## config.mk

```make
export PLATFORM = sky130hd
export DESIGN_NAME = pixel_effect_duotone_gradient_unit
export DESIGN_NICKNAME = d
export VERILOG_FILES = /design/src/rtl/pedg_pkg.sv /design/src/rtl/pedg_front.sv /design/src/rtl/pedg_blend.sv /design/src/rtl/pedg_div.sv /design/src/rtl/pixel_effect_duotone_gradient_unit.sv
export SDC_FILE = /design/constraint.sdc
export NUM_CORES = 2
export LEC_CHECK = 0
export CAP_MARGIN = 15
export CORE_AREA = 4 4 349 351
export DETAILED_ROUTE_END_ITERATION = 7
export DIE_AREA = 0 0 353 355
export DONT_BUFFER_PORTS = 1
export PLACE_DENSITY = 0.7
export SYNTH_ARGS = -nofsm -noshare
export SYNTH_HDL_FRONTEND = slang
export SYNTH_SLANG_ARGS = --single-unit
export TNS_END_PERCENT = 50
```

## constraint.sdc

```tcl
create_clock -name i_clk -period 15.7 [get_ports i_clk]
set_input_delay 1.57 -clock i_clk [delete_from_list [all_inputs] [get_ports i_clk]]
set_output_delay 1.57 -clock i_clk [all_outputs]
set_load 0.05 [all_outputs]
```

## src/rtl/pedg_pkg.sv

```systemverilog
package pedg_pkg;

    localparam int ROWS_DEFAULT = 480;

    localparam int PIX_W      = 8;
    localparam int ROW_IN_W   = 9;
    localparam int LEVEL_W    = 7;
    localparam int CFG_IDX_W  = 3;
    localparam int CFG_DATA_W = 48;
    localparam int COLOUR_W   = 24;

    // grey weights in q14, with rounding constant
    localparam int GREY_SUM_W = 22;
    localparam int GREY_SHIFT = 14;
    localparam logic [13:0] W_RED   = 14'd4899;
    localparam logic [13:0] W_GREEN = 14'd9617;
    localparam logic [13:0] W_BLUE  = 14'd1868;
    localparam logic [GREY_SUM_W-1:0] GREY_ROUND = GREY_SUM_W'(8192);

    localparam logic [PIX_W-1:0] PIX_MAX = 8'd255;
    localparam logic [PIX_W-1:0] PIX_MIN = 8'd0;

    localparam logic [LEVEL_W-1:0] LEVEL_MID = 7'd50;

    // contrast: x*level/50 by reciprocal, exact for products below 2^15
    localparam int CPROD_W = PIX_W + LEVEL_W;
    localparam int CQ_W    = 10;
    localparam int CRECIP_SHIFT = 21;
    localparam logic [15:0] CRECIP = 16'd41944;
    localparam logic [5:0] CDIV      = 6'd50;
    localparam logic [5:0] CDIV_HALF = 6'd25;

    typedef enum logic [2:0] {
        MODE_PASS     = 3'd0,
        MODE_BRIGHT   = 3'd1,
        MODE_CONTRAST = 3'd2,
        MODE_INVERT   = 3'd3,
        MODE_THRESH   = 3'd4,
        MODE_DUOTONE  = 3'd5
    } t_mode;

    typedef enum logic [CFG_IDX_W-1:0] {
        CFG_MODE       = 3'd0,
        CFG_BRIGHTNESS = 3'd1,
        CFG_CONTRAST   = 3'd2,
        CFG_THRESHOLD  = 3'd3,
        CFG_DARK       = 3'd4,
        CFG_LIGHT      = 3'd5,
        CFG_DARK_EN    = 3'd6,
        CFG_LIGHT_EN   = 3'd7
    } t_cfg_idx;

    typedef struct packed {
        t_mode                    mode;
        logic [LEVEL_W-1:0]       brightness;
        logic [LEVEL_W-1:0]       contrast;
        logic [PIX_W-1:0]         threshold;
        logic [2*COLOUR_W-1:0]    dark;
        logic [2*COLOUR_W-1:0]    light;
        logic                     dark_en;
        logic                     light_en;
    } t_cfg;

    typedef logic [2:0][PIX_W-1:0] t_pixel;

endpackage

```

## src/rtl/pedg_front.sv

```systemverilog
module pedg_front import pedg_pkg::*; #(
    parameter int ROWS = ROWS_DEFAULT
) (
    input  logic                        i_clk,
    input  logic                        i_rst_n,
    input  logic                        i_en,
    input  logic                        i_valid,
    input  t_cfg                        i_cfg,
    input  t_pixel                      i_pixel,
    input  logic [ROW_IN_W-1:0]         i_row,
    output logic                        o_valid,
    output logic [GREY_SUM_W-1:0]       o_grey_sum,
    output logic [$clog2(ROWS)-1:0]     o_row,
    output logic [$clog2(ROWS)-1:0]     o_row_inv,
    output t_pixel                      o_simple,
    output logic [2:0][CPROD_W-1:0]     o_cprod
);

    localparam int DEN_W = $clog2(ROWS);
    localparam int RW    = (DEN_W > ROW_IN_W) ? DEN_W : ROW_IN_W;
    localparam logic [RW-1:0]    DEN_RW = RW'(ROWS - 1);
    localparam logic [DEN_W-1:0] DEN_V  = DEN_W'(ROWS - 1);

    logic                      r_valid;
    logic [GREY_SUM_W-1:0]     r_grey_sum, n_grey_sum;
    logic [DEN_W-1:0]          r_row, n_row;
    logic [DEN_W-1:0]          r_row_inv, n_row_inv;
    t_pixel                    r_simple, n_simple;
    logic [2:0][CPROD_W-1:0]   r_cprod, n_cprod;

    always_comb begin
        logic [RW-1:0]    row_ext;
        logic signed [9:0] bsum;
        row_ext    = RW'(i_row);
        n_grey_sum = GREY_SUM_W'(i_pixel[2]) * GREY_SUM_W'(W_RED)
                   + GREY_SUM_W'(i_pixel[1]) * GREY_SUM_W'(W_GREEN)
                   + GREY_SUM_W'(i_pixel[0]) * GREY_SUM_W'(W_BLUE)
                   + GREY_ROUND;
        if (row_ext > DEN_RW) begin
            n_row = DEN_V;
        end else begin
            n_row = row_ext[DEN_W-1:0];
        end
        n_row_inv = DEN_V - n_row;
        for (int k = 0; k < 3; k++) begin
            n_cprod[k] = CPROD_W'(i_pixel[k]) * CPROD_W'(i_cfg.contrast);
            bsum = $signed({2'b00, i_pixel[k]}) + $signed({3'b000, i_cfg.brightness})
                 - $signed({3'b000, LEVEL_MID});
            case (i_cfg.mode)
                MODE_BRIGHT: begin
                    if (bsum < 0) begin
                        n_simple[k] = PIX_MIN;
                    end else if (bsum > 10'sd255) begin
                        n_simple[k] = PIX_MAX;
                    end else begin
                        n_simple[k] = bsum[7:0];
                    end
                end
                MODE_INVERT: n_simple[k] = PIX_MAX - i_pixel[k];
                default:     n_simple[k] = i_pixel[k];
            endcase
        end
    end

    always_ff @(posedge i_clk) begin
        if (!i_rst_n) begin
            r_valid <= 1'b0;
        end else if (i_en) begin
            r_valid <= i_valid;
        end
    end

    always_ff @(posedge i_clk) begin
        if (i_en) begin
            r_grey_sum <= n_grey_sum;
            r_row      <= n_row;
            r_row_inv  <= n_row_inv;
            r_simple   <= n_simple;
            r_cprod    <= n_cprod;
        end
    end

    assign o_valid    = r_valid;
    assign o_grey_sum = r_grey_sum;
    assign o_row      = r_row;
    assign o_row_inv  = r_row_inv;
    assign o_simple   = r_simple;
    assign o_cprod    = r_cprod;

endmodule

```

## src/rtl/pedg_blend.sv

```systemverilog
module pedg_blend import pedg_pkg::*; #(
    parameter int ROWS = ROWS_DEFAULT
) (
    input  logic                              i_clk,
    input  logic                              i_rst_n,
    input  logic                              i_en,
    input  logic                              i_valid,
    input  t_cfg                              i_cfg,
    input  logic [GREY_SUM_W-1:0]             i_grey_sum,
    input  logic [$clog2(ROWS)-1:0]           i_row,
    input  logic [$clog2(ROWS)-1:0]           i_row_inv,
    input  t_pixel                            i_simple,
    input  logic [2:0][CPROD_W-1:0]           i_cprod,
    output logic                              o_valid,
    output logic                              o_bin,
    output logic                              o_use_blend,
    output logic [2:0][$clog2(ROWS)+7:0]      o_num,
    output t_pixel                            o_simple,
    output logic [2:0][CQ_W-1:0]              o_cq,
    output logic [2:0][CPROD_W-1:0]           o_cprod
);

    localparam int DEN_W = $clog2(ROWS);
    localparam int NUM_W = DEN_W + PIX_W;
    localparam int CP_W  = CPROD_W + 16;

    logic                      r_valid;
    logic                      r_bin, n_bin;
    logic                      r_use_blend, n_use_blend;
    logic [2:0][NUM_W-1:0]     r_num, n_num;
    t_pixel                    r_simple;
    logic [2:0][CQ_W-1:0]      r_cq, n_cq;
    logic [2:0][CPROD_W-1:0]   r_cprod;

    always_comb begin
        logic [2*COLOUR_W-1:0] pair;
        logic [CP_W-1:0]       cp;
        n_bin       = (i_grey_sum[GREY_SUM_W-1:GREY_SHIFT] > i_cfg.threshold);
        n_use_blend = n_bin ? i_cfg.light_en : i_cfg.dark_en;
        pair        = n_bin ? i_cfg.light : i_cfg.dark;
        for (int k = 0; k < 3; k++) begin
            // start colour weighted by rows left, end colour by row
            n_num[k] = NUM_W'(pair[8*k +: 8]) * NUM_W'(i_row_inv)
                     + NUM_W'(pair[COLOUR_W + 8*k +: 8]) * NUM_W'(i_row);
            cp       = CP_W'(i_cprod[k]) * CP_W'(CRECIP);
            n_cq[k]  = cp[CRECIP_SHIFT +: CQ_W];
        end
    end

    always_ff @(posedge i_clk) begin
        if (!i_rst_n) begin
            r_valid <= 1'b0;
        end else if (i_en) begin
            r_valid <= i_valid;
        end
    end

    always_ff @(posedge i_clk) begin
        if (i_en) begin
            r_bin       <= n_bin;
            r_use_blend <= n_use_blend;
            r_num       <= n_num;
            r_simple    <= i_simple;
            r_cq        <= n_cq;
            r_cprod     <= i_cprod;
        end
    end

    assign o_valid     = r_valid;
    assign o_bin       = r_bin;
    assign o_use_blend = r_use_blend;
    assign o_num       = r_num;
    assign o_simple    = r_simple;
    assign o_cq        = r_cq;
    assign o_cprod     = r_cprod;

endmodule

```

## src/rtl/pedg_div.sv

```systemverilog
module pedg_div import pedg_pkg::*; #(
    parameter int ROWS = ROWS_DEFAULT
) (
    input  logic                              i_clk,
    input  logic                              i_rst_n,
    input  logic                              i_en,
    input  logic                              i_valid,
    input  t_cfg                              i_cfg,
    input  logic                              i_bin,
    input  logic                              i_use_blend,
    input  logic [2:0][$clog2(ROWS)+7:0]      i_num,
    input  t_pixel                            i_simple,
    input  logic [2:0][CQ_W-1:0]              i_cq,
    input  logic [2:0][CPROD_W-1:0]           i_cprod,
    output logic                              o_valid,
    output logic                              o_sel_blend,
    output logic                              o_single,
    output logic [2:0][$clog2(ROWS)+7:0]      o_num,
    output t_pixel                            o_q0,
    output t_pixel                            o_alt
);

    localparam int DEN_W = $clog2(ROWS);
    localparam int NUM_W = DEN_W + PIX_W;
    localparam int PW    = 2 * NUM_W + 1;
    // floor(2^NUM_W / den): quotient estimate is low by at most one
    localparam logic [NUM_W:0] RECIP = (NUM_W + 1)'((64'd1 << NUM_W) / (ROWS - 1));

    logic                    r_valid;
    logic                    r_sel_blend, n_sel_blend;
    logic                    r_single, n_single;
    logic [2:0][NUM_W-1:0]   r_num;
    t_pixel                  r_q0, n_q0;
    t_pixel                  r_alt, n_alt;

    always_comb begin
        logic [PW-1:0]      prod;
        logic [CPROD_W-1:0] crem_full;
        logic [5:0]         crem;
        logic               rnd_up;
        logic [CQ_W:0]      cq_rnd;
        logic [PIX_W-1:0]   contrast_px;
        logic [PIX_W-1:0]   bin_px;
        bin_px      = i_bin ? PIX_MAX : PIX_MIN;
        n_sel_blend = (i_cfg.mode == MODE_DUOTONE) && i_use_blend;
        n_single    = (i_cfg.mode == MODE_THRESH);
        for (int k = 0; k < 3; k++) begin
            prod     = PW'(i_num[k]) * PW'(RECIP);
            n_q0[k]  = prod[NUM_W +: PIX_W];

            // round half to even, then saturate
            crem_full   = i_cprod[k] - CPROD_W'(i_cq[k]) * CPROD_W'(CDIV);
            crem        = crem_full[5:0];
            rnd_up      = (crem > CDIV_HALF) || ((crem == CDIV_HALF) && i_cq[k][0]);
            cq_rnd      = (CQ_W + 1)'(i_cq[k]) + (CQ_W + 1)'(rnd_up);
            contrast_px = (cq_rnd > (CQ_W + 1)'(PIX_MAX)) ? PIX_MAX : cq_rnd[PIX_W-1:0];

            case (i_cfg.mode)
                MODE_CONTRAST: n_alt[k] = contrast_px;
                MODE_THRESH:   n_alt[k] = bin_px;
                MODE_DUOTONE:  n_alt[k] = bin_px;
                default:       n_alt[k] = i_simple[k];
            endcase
        end
    end

    always_ff @(posedge i_clk) begin
        if (!i_rst_n) begin
            r_valid <= 1'b0;
        end else if (i_en) begin
            r_valid <= i_valid;
        end
    end

    always_ff @(posedge i_clk) begin
        if (i_en) begin
            r_sel_blend <= n_sel_blend;
            r_single    <= n_single;
            r_num       <= i_num;
            r_q0        <= n_q0;
            r_alt       <= n_alt;
        end
    end

    assign o_valid     = r_valid;
    assign o_sel_blend = r_sel_blend;
    assign o_single    = r_single;
    assign o_num       = r_num;
    assign o_q0        = r_q0;
    assign o_alt       = r_alt;

endmodule

```

## src/rtl/pixel_effect_duotone_gradient_unit.sv

```systemverilog
// Per-pixel effect unit: one BGR pixel plus its image row in, one pixel out.
// Input channel: i_valid / o_ready with i_blue_in, i_green_in, i_red_in and
// i_row_index. Output channel: o_valid / i_ready with o_blue_out,
// o_green_out, o_red_out and o_single_channel (set in threshold mode).
// Effect registers are written through i_cfg_wr_en / i_cfg_index /
// i_cfg_data, one register per cycle; the user must write them only while
// no pixel is in flight, as the block itself does not enforce it.
// Throughput is one pixel per clock while i_ready is high. The four stages
// are: grey sum, contrast products, row clamp and simple effects; threshold
// and gradient products with the contrast quotient estimate; gradient
// division by reciprocal and contrast rounding; quotient correction and
// final select into the output register. The gradient division by ROWS-1
// is the longest path: one multiply by the reciprocal in stage three and a
// multiply, subtract, compare and add in stage four.
// Reset empties the pipeline and loads the default register values.
// When the receiver holds i_ready low the result stays on the outputs, the
// stages behind it keep filling any bubbles, and o_ready drops only once all
// four stages hold a pixel.
module pixel_effect_duotone_gradient_unit import pedg_pkg::*; #(
    parameter int ROWS = ROWS_DEFAULT
) (
    input  logic                    i_clk,
    input  logic                    i_rst_n,
    input  logic                    i_cfg_wr_en,
    input  logic [CFG_IDX_W-1:0]    i_cfg_index,
    input  logic [CFG_DATA_W-1:0]   i_cfg_data,
    input  logic                    i_valid,
    output logic                    o_ready,
    input  logic [PIX_W-1:0]        i_blue_in,
    input  logic [PIX_W-1:0]        i_green_in,
    input  logic [PIX_W-1:0]        i_red_in,
    input  logic [ROW_IN_W-1:0]     i_row_index,
    output logic                    o_valid,
    input  logic                    i_ready,
    output logic [PIX_W-1:0]        o_blue_out,
    output logic [PIX_W-1:0]        o_green_out,
    output logic [PIX_W-1:0]        o_red_out,
    output logic                    o_single_channel
);

    localparam int DEN_W = $clog2(ROWS);
    localparam int NUM_W = DEN_W + PIX_W;
    localparam logic [NUM_W-1:0] DEN_NUM = NUM_W'(ROWS - 1);

    t_cfg r_cfg;

    logic en1, en2, en3, en4;

    logic                      v1, v2, v3;
    logic [GREY_SUM_W-1:0]     s1_grey_sum;
    logic [DEN_W-1:0]          s1_row, s1_row_inv;
    t_pixel                    s1_simple;
    logic [2:0][CPROD_W-1:0]   s1_cprod;

    logic                      s2_bin, s2_use_blend;
    logic [2:0][NUM_W-1:0]     s2_num;
    t_pixel                    s2_simple;
    logic [2:0][CQ_W-1:0]      s2_cq;
    logic [2:0][CPROD_W-1:0]   s2_cprod;

    logic                      s3_sel_blend, s3_single;
    logic [2:0][NUM_W-1:0]     s3_num;
    t_pixel                    s3_q0, s3_alt;

    logic                      r_valid;
    logic                      r_single, n_single;
    t_pixel                    r_pixel, n_pixel;
    t_pixel                    pixel_in;

    // configuration registers
    always_ff @(posedge i_clk) begin
        if (!i_rst_n) begin
            r_cfg.mode       <= MODE_PASS;
            r_cfg.brightness <= LEVEL_MID;
            r_cfg.contrast   <= LEVEL_MID;
            r_cfg.threshold  <= 8'd127;
            r_cfg.dark       <= '0;
            r_cfg.light      <= '1;
            r_cfg.dark_en    <= 1'b0;
            r_cfg.light_en   <= 1'b0;
        end else if (i_cfg_wr_en) begin
            case (t_cfg_idx'(i_cfg_index))
                CFG_MODE:       r_cfg.mode       <= t_mode'(i_cfg_data[2:0]);
                CFG_BRIGHTNESS: r_cfg.brightness <= i_cfg_data[LEVEL_W-1:0];
                CFG_CONTRAST:   r_cfg.contrast   <= i_cfg_data[LEVEL_W-1:0];
                CFG_THRESHOLD:  r_cfg.threshold  <= i_cfg_data[PIX_W-1:0];
                CFG_DARK:       r_cfg.dark       <= i_cfg_data[2*COLOUR_W-1:0];
                CFG_LIGHT:      r_cfg.light      <= i_cfg_data[2*COLOUR_W-1:0];
                CFG_DARK_EN:    r_cfg.dark_en    <= i_cfg_data[0];
                CFG_LIGHT_EN:   r_cfg.light_en   <= i_cfg_data[0];
                default:        r_cfg.mode       <= r_cfg.mode;
            endcase
        end
    end

    // a stage advances when it is empty or the one after it advances
    assign en4     = !r_valid || i_ready;
    assign en3     = !v3 || en4;
    assign en2     = !v2 || en3;
    assign en1     = !v1 || en2;
    assign o_ready = en1;

    assign pixel_in = {i_red_in, i_green_in, i_blue_in};

    pedg_front #(.ROWS(ROWS)) u_front (
        .i_clk      (i_clk),
        .i_rst_n    (i_rst_n),
        .i_en       (en1),
        .i_valid    (i_valid),
        .i_cfg      (r_cfg),
        .i_pixel    (pixel_in),
        .i_row      (i_row_index),
        .o_valid    (v1),
        .o_grey_sum (s1_grey_sum),
        .o_row      (s1_row),
        .o_row_inv  (s1_row_inv),
        .o_simple   (s1_simple),
        .o_cprod    (s1_cprod)
    );

    pedg_blend #(.ROWS(ROWS)) u_blend (
        .i_clk       (i_clk),
        .i_rst_n     (i_rst_n),
        .i_en        (en2),
        .i_valid     (v1),
        .i_cfg       (r_cfg),
        .i_grey_sum  (s1_grey_sum),
        .i_row       (s1_row),
        .i_row_inv   (s1_row_inv),
        .i_simple    (s1_simple),
        .i_cprod     (s1_cprod),
        .o_valid     (v2),
        .o_bin       (s2_bin),
        .o_use_blend (s2_use_blend),
        .o_num       (s2_num),
        .o_simple    (s2_simple),
        .o_cq        (s2_cq),
        .o_cprod     (s2_cprod)
    );

    pedg_div #(.ROWS(ROWS)) u_div (
        .i_clk       (i_clk),
        .i_rst_n     (i_rst_n),
        .i_en        (en3),
        .i_valid     (v2),
        .i_cfg       (r_cfg),
        .i_bin       (s2_bin),
        .i_use_blend (s2_use_blend),
        .i_num       (s2_num),
        .i_simple    (s2_simple),
        .i_cq        (s2_cq),
        .i_cprod     (s2_cprod),
        .o_valid     (v3),
        .o_sel_blend (s3_sel_blend),
        .o_single    (s3_single),
        .o_num       (s3_num),
        .o_q0        (s3_q0),
        .o_alt       (s3_alt)
    );

    // gradient quotient correction and final select
    always_comb begin
        logic [NUM_W-1:0] rem;
        n_single = s3_single;
        for (int k = 0; k < 3; k++) begin
            rem = s3_num[k] - NUM_W'(s3_q0[k]) * DEN_NUM;
            if (!s3_sel_blend) begin
                n_pixel[k] = s3_alt[k];
            end else if (rem >= DEN_NUM) begin
                n_pixel[k] = s3_q0[k] + 8'd1;
            end else begin
                n_pixel[k] = s3_q0[k];
            end
        end
    end

    always_ff @(posedge i_clk) begin
        if (!i_rst_n) begin
            r_valid <= 1'b0;
        end else if (en4) begin
            r_valid <= v3;
        end
    end

    always_ff @(posedge i_clk) begin
        if (en4) begin
            r_pixel  <= n_pixel;
            r_single <= n_single;
        end
    end

    assign o_valid          = r_valid;
    assign o_blue_out       = r_pixel[0];
    assign o_green_out      = r_pixel[1];
    assign o_red_out        = r_pixel[2];
    assign o_single_channel = r_single;

`ifndef NO_ASSERTIONS
    a_single_mode : assert property (@(posedge i_clk) disable iff (!i_rst_n)
        o_valid |-> (o_single_channel == (r_cfg.mode == MODE_THRESH)))
        else $error("single_channel disagrees with effect mode");

    a_thresh_grey : assert property (@(posedge i_clk) disable iff (!i_rst_n)
        (o_valid && o_single_channel) |->
            (o_blue_out == o_green_out) && (o_green_out == o_red_out)
            && ((o_blue_out == PIX_MIN) || (o_blue_out == PIX_MAX)))
        else $error("threshold result is not binary grey");

    a_full_stall : assert property (@(posedge i_clk) disable iff (!i_rst_n)
        !o_ready |-> (o_valid && !i_ready && v1 && v2 && v3))
        else $error("input stalled while the pipeline has room");

    a_div_range : assert property (@(posedge i_clk) disable iff (!i_rst_n)
        (v3 && s3_sel_blend) |->
            ((s3_num[0] - NUM_W'(s3_q0[0]) * DEN_NUM) < (DEN_NUM << 1)))
        else $error("gradient quotient estimate off by more than one");
`endif

endmodule

```

**Word level (Yosys, flattened, before mapping)**

Index checks and enable logic that the tools add are counted.

- Reductions and logical operators: 25
- Magnitude comparators: 17
- Eq/ne operators: 15
- Multipliers: 24
- Add/sub/neg operators: 28
- Multiplexer cells: 25

Operators with widths:

| kind | number |
|---|---|
| 2-to-1 mux 8 bit | 16 |
| multiplier 8 x 9 -> 17 bit | 6 |
| case mux 8 bit (2 select lines) | 6 |
| multiplier 15 x 13 -> 28 bit (second input constant) | 3 |
| multiplier 17 x 9 -> 25 bit (second input constant) | 3 |
| multiplier 8 x 9 -> 17 bit (second input constant) | 4 |
| adder 17 bit | 3 |
| >= comparator 17 x 9 -> 1 bit (second input constant) | 3 |
| subtractor 17 bit | 3 |
| 2-to-1 mux 48 bit | 1 |
| multiplier 8 x 7 -> 15 bit | 3 |
| adder 10 x 1 -> 11 bit | 3 |
| greater-than comparator 11 x 8 -> 1 bit (second input constant) | 3 |
| greater-than comparator 10 x 9 -> 1 bit (second input constant) | 3 |
| less-than comparator 10 x 1 -> 1 bit (second input constant) | 3 |
| multiplier 10 x 5 -> 5 bit (second input constant) | 3 |
| subtractor 9 x 6 -> 10 bit (second input constant) | 3 |
| adder 8 x 7 -> 9 bit | 3 |
| adder 8 x 1 -> 8 bit (second input constant) | 3 |
| subtractor 8 bit (first input constant) | 3 |
| adder 21 x 22 -> 22 bit | 1 |
| adder 22 x 14 -> 22 bit (second input constant) | 1 |
| adder 22 x 19 -> 22 bit | 1 |
| multiplier 8 x 14 -> 22 bit (second input constant) | 1 |
| 18 further kinds | 52 |

- Register bits: 487
- Bits of input ports: 89
- Logic and storage cells: 184
- Output and inout port bits: 27

**Depth between registers and ports, before layout**

- Word-level depth: 9
- Depth in mapped cells: 32
- Mapped depth without buffers: 31

**By module**

A second synthesis with hierarchy kept.

- Cell total of the unflattened synthesis: 6912
- Area, all modules: 68438.1 µm²

By module, submodules not included:

| module | sequential area each (µm²) | times used | area each (µm²) | cells each |
|---|---|---|---|---|
| pedg_blend | 4584.4 | 1 | 30460.5 | 2937 |
| pedg_front | 3263.1 | 1 | 15665.0 | 1598 |
| pixel_effect_duotone_gradient_unit | 3233.1 | 1 | 13691.9 | 1588 |
| pedg_div | 3052.9 | 1 | 8620.8 | 789 |

**Worst setup path after synthesis**

OpenSTA, ideal clock, no wires.

- Path type: input to register
- Start point: in i_blue_in[6]
- End point: reg u_front.r_grey_sum[21] (netlist: u_front.o_grey_sum[21]), data pin
- Buffers on the path: 1
- Data arrival time: 8.131 ns
- Cell stages on the path: 29
- Data required time: 15.440 ns
- Setup slack: 7.309 ns
- Cell sequence: clkbuf_1 > inv_1 > ha_1 > fa_1 > fa_1 > inv_1 > ha_1 > ha_1 > o21a_1 > o21a_1 > o21a_1 > o21ai_0 > nand2_1 > xor2_1 > ha_1 > ha_1 > inv_1 > fa_1 > fa_1 > inv_1 > fa_1 > ha_1 > o21a_1 > o21a_1 > o31a_1 > nor4_1 > o311ai_0 > a21oi_1 > xnor2_1

- Longest elaborated chain between the ends: 3

Ends and longest elaborated chain:

| item | line | text |
|---|---|---|
| start: declaration | pixel_effect_duotone_gradient_unit.sv:29 | `input logic [PIX_W-1:0] i_blue_in,` |
| multiplier 8 x 9 -> 17 bit | pedg_front.sv:37 | `+ GREY_SUM_W'(i_pixel[0]) * GREY_SUM_W'(W_BLUE)` |
| adder 22 x 19 -> 22 bit | pedg_front.sv:37 |  |
| adder 22 x 14 -> 22 bit | pedg_front.sv:38 | `+ GREY_ROUND;` |
| net u_front.n_grey_sum[21] | pedg_front.sv:25 | `logic [GREY_SUM_W-1:0] r_grey_sum, n_grey_sum;` |
| end signal: assignment | pedg_front.sv:75 | `r_grey_sum <= n_grey_sum;` |
| end: declaration | pedg_front.sv:25 |  |

The timed path passes the listed nets, and every way through them passes these cells.
A chain may end at the register's enable or synchronous reset.

==> impl_metrics.env <==
export IMPL_status="finished, final reports clean"
export IMPL_period_needed_ns=8.29
export IMPL_arrival_ns=8.66
export IMPL_start_util=0.546
export IMPL_grtUsageTotal=0.232
export IMPL_final_util=0.576
export IMPL_netlist_top_cells_area="fa_1 (27%), ha_1 (22%), edfxtp_1 (16%)"
export IMPL_wire_per_inst_um=17.3
export IMPL_pre_cts_ws_ns=6.96
export IMPL_final_hold_viol_count=0
export IMPL_slowest_stage="mux2i_1"
export IMPL_critical_path_top_delay_family="adder cells"
export IMPL_antenna_found_initial=4
export IMPL_placed_cells=7978
export IMPL_seqCellArea_sq_um=12900
export IMPL_max_slew_margin=0.223
export IMPL_clk_pin_slew_ns=0.06
export IMPL_die_x_um=353
export IMPL_synth_top_cell_area_share=0.266
export IMPL_ys_ff_latch=472
export IMPL_grt_pass1_vias=45500
export IMPL_synth_area_sq_um=64900
export IMPL_nets=8574
export IMPL_fin_cells=8083
export IMPL_cts_setup_buffers=0
export IMPL_design_core_area_sq_um=119000
export IMPL_crit_type="reg2reg"
export IMPL_n_fill_cell=10100
export IMPL_postSynthCellCount=6543
export IMPL_vias=43000
export IMPL_wirelength_mm=140
export IMPL_vias_per_cell=5.33
export IMPL_cp_required_ns=16.07
export IMPL_hold_buffers=0
export IMPL_tightest_slew_ns=1.17
export IMPL_drv_cap=0
export IMPL_path_buf_inv=5
export IMPL_finalMaxSlewViolations=0
export IMPL_clockBufferDepth=3
export IMPL_avgSynthCellArea_sq_um=9.92
export IMPL_synth_top_area_cell="fa_1"
export IMPL_crit_top_cell="fa_1"
export IMPL_period_share=0.528
export IMPL_fin_setup_tns_ns=0
export IMPL_yosys_top_cells_count="inv_1 (1559), ha_1 (1134), fa_1 (864), nand2_1 (620), edfxtp_1 (345)"
export IMPL_dr_pass1_iters=5
export IMPL_drive_above_1_share=0.0312
export IMPL_synth_most_common_cell="inv_1"
export IMPL_ant_nets=0
export IMPL_rows=127
export IMPL_synth_distinct_cells=77
export IMPL_cts_sinks=472
export IMPL_fmax_ghz=0.121
export IMPL_grt_max_degree=128
export IMPL_dieArea_sq_um=125000
export IMPL_skew_ns=0.0456
export IMPL_synth_flop_cell="edfxtp_1"
export IMPL_finalWorstSetupSlack_ns=7.41
export IMPL_multi_input_area_sq_um=45700
export IMPL_hpwl_mm=114
export IMPL_die_y_um=355
export IMPL_yosysWarnings=0
export IMPL_yosysSeqAreaShare=0.199
export IMPL_cts_root_buf="clkbuf_16"
export IMPL_endpoint_kind="register"
export IMPL_cp_max_fo=50
export IMPL_htree_levels=2
export IMPL_synthesis_nets=8630
export IMPL_hold_class="reg2reg"
export IMPL_rsz0062_at_grt="no"
export IMPL_gp_congestion=0.882
export IMPL_critPathMaxStageDelay_ns=0.86
export IMPL_cts_tree="yes"
export IMPL_synthArstFlopShare=0
export IMPL_grt_pass1_wl_mm=236
export IMPL_start_kind="register"
export IMPL_areaGrowthSynthToFinish_pct=5.51
export IMPL_ctsResizeCount=0
export IMPL_drc=0
export IMPL_grt_overflow_total=0
export IMPL_clk_latency_ns=0.67
export IMPL_ios=116
export IMPL_synth_enable_flop_cells=345
export IMPL_drt_iter0_drc=2285
export IMPL_cts_buffers=54
export IMPL_setup_viol=0
export IMPL_portBuffers=0
-- layout make-up --
cell class | instances | area share
flip-flops and latches | 472 | 0.188
inverters | 1559 | 0.0855
well taps | 1548 | 0.0283
clock buffers | 72 | 0.0222
clock inverters | 29 | 0.00517
repair buffers | 29 | 0.00347
multi-input cells | 4371 | 0.667
diodes | 3 | 0.000110
-- worst register-to-register path: stages (launching register included) --
cell and delay, ns:
edfxtp_1 0.37, ha_1 0.30, nor2b_1 0.14, o21a_1 0.15, o21ai_0 0.15, nand2b_1 0.07, a21oi_1 0.13, o21ai_0 0.14
o21ai_4 0.08, buf_4 0.63, mux2i_1 0.93, nand2b_1 0.23, fa_1 0.46, fa_1 0.51, inv_1 0.05, fa_1 0.46
fa_1 0.53, fa_1 0.54, inv_1 0.05, fa_1 0.53, inv_1 0.05, ha_1 0.33, a21oi_1 0.21, inv_1 0.06
a21oi_1 0.25, o211ai_1 0.18, a2111oi_0 0.41, nor3b_1 0.10
-- state kept, by name (all words and copies together) (netlist names), 9 cells and up --
register and cells:
u_front.o_cprod 45, u_div.o_num 51, u_div.o_q0 24, u_div.o_alt 24, u_blend.o_cprod 18, u_blend.o_simple 24, u_front.o_row_inv 9, u_blend.o_cq 30
u_blend.o_num 51, r_cfg 123, u_front.o_simple 24
-- per-layer routing --
layer	part of all wire	global-route usage	up-vias
met2	0.45	0.376	964
met4	0.021	0.0471	2
met5	0.000093	0	-
met1	0.47	0.332	21200
li1	-	-	20700
met3	0.060	0.0358	150
-- logic make-up (layout without fill, tap and decap cells) --
kind of cell | after synthesis | count (layout) | share of synthesized area
mux | 82 | 82 | 0.0136
xor+xnor | 250 | 250 | 0.0337
buf+inv | 1700 | 1689 | 0.0983
other cells | 0 | 3 | 0
compound gates | 645 | 645 | 0.0676
flops | 472 | 472 | 0.199
simple gates | 1396 | 1396 | 0.103
fa+ha+maj | 1998 | 1998 | 0.485
-- per-stage QoR --
| stage | hold slack, ns | area, sq um |
|---|---|---|
| after floorplan | 0.400 | 64900 |
| after global placement | 0.404 | 66600 |
| after detailed placement | 0.405 | 66600 |
| after CTS | 0.417 | 68500 |
| after global routing | 0.442 | 68500 |
| final | 0.417 | 68500 |
-- cell usage in the layout, fill, tap and decap left out, types with 15 or more instances in the layout --
master	instances
a211oi_1	25
a21boi_0	52
a21o_1	48
a21oi_1	153
a221o_1	22
a31oi_1	18
and2_1	270
and3_1	22
buf_4	28
clkbuf_16	56
dfxtp_1	127
edfxtp_1	345
fa_1	864
ha_1	1134
inv_1	1558
mux2_2	51
mux2i_1	31
nand2_1	618
nand2b_1	36
nand3_1	99
nand4_1	17
nor2_1	145
nor2b_1	80
nor3_1	46
o211ai_1	41
o21a_1	41
o21ai_0	96
o21bai_1	36
o31ai_1	15
or3_1	15
xnor2_1	177
xor2_1	73
-- worst paths after layout --
check / startpoint / endpoint / depth (start not counted) / slack [ns]
max: u_front.o_grey_sum[15]$_DFFE_PP_ / u_blend.o_num[16]$_DFFE_PP_ / 27 / 7.41
min: u_front.o_simple[11]$_DFFE_PP_ / u_blend.o_simple[11]$_DFFE_PP_ / 0 / 0.42
max reg2reg: u_front.o_grey_sum[15]$_DFFE_PP_ / u_blend.o_num[16]$_DFFE_PP_ / 27 / 7.41
min reg2reg: u_front.o_simple[11]$_DFFE_PP_ / u_blend.o_simple[11]$_DFFE_PP_ / 0 / 0.42
Power is not shown: default switching activity piles up to over one toggle a cycle in this logic, so the estimate is an artifact.
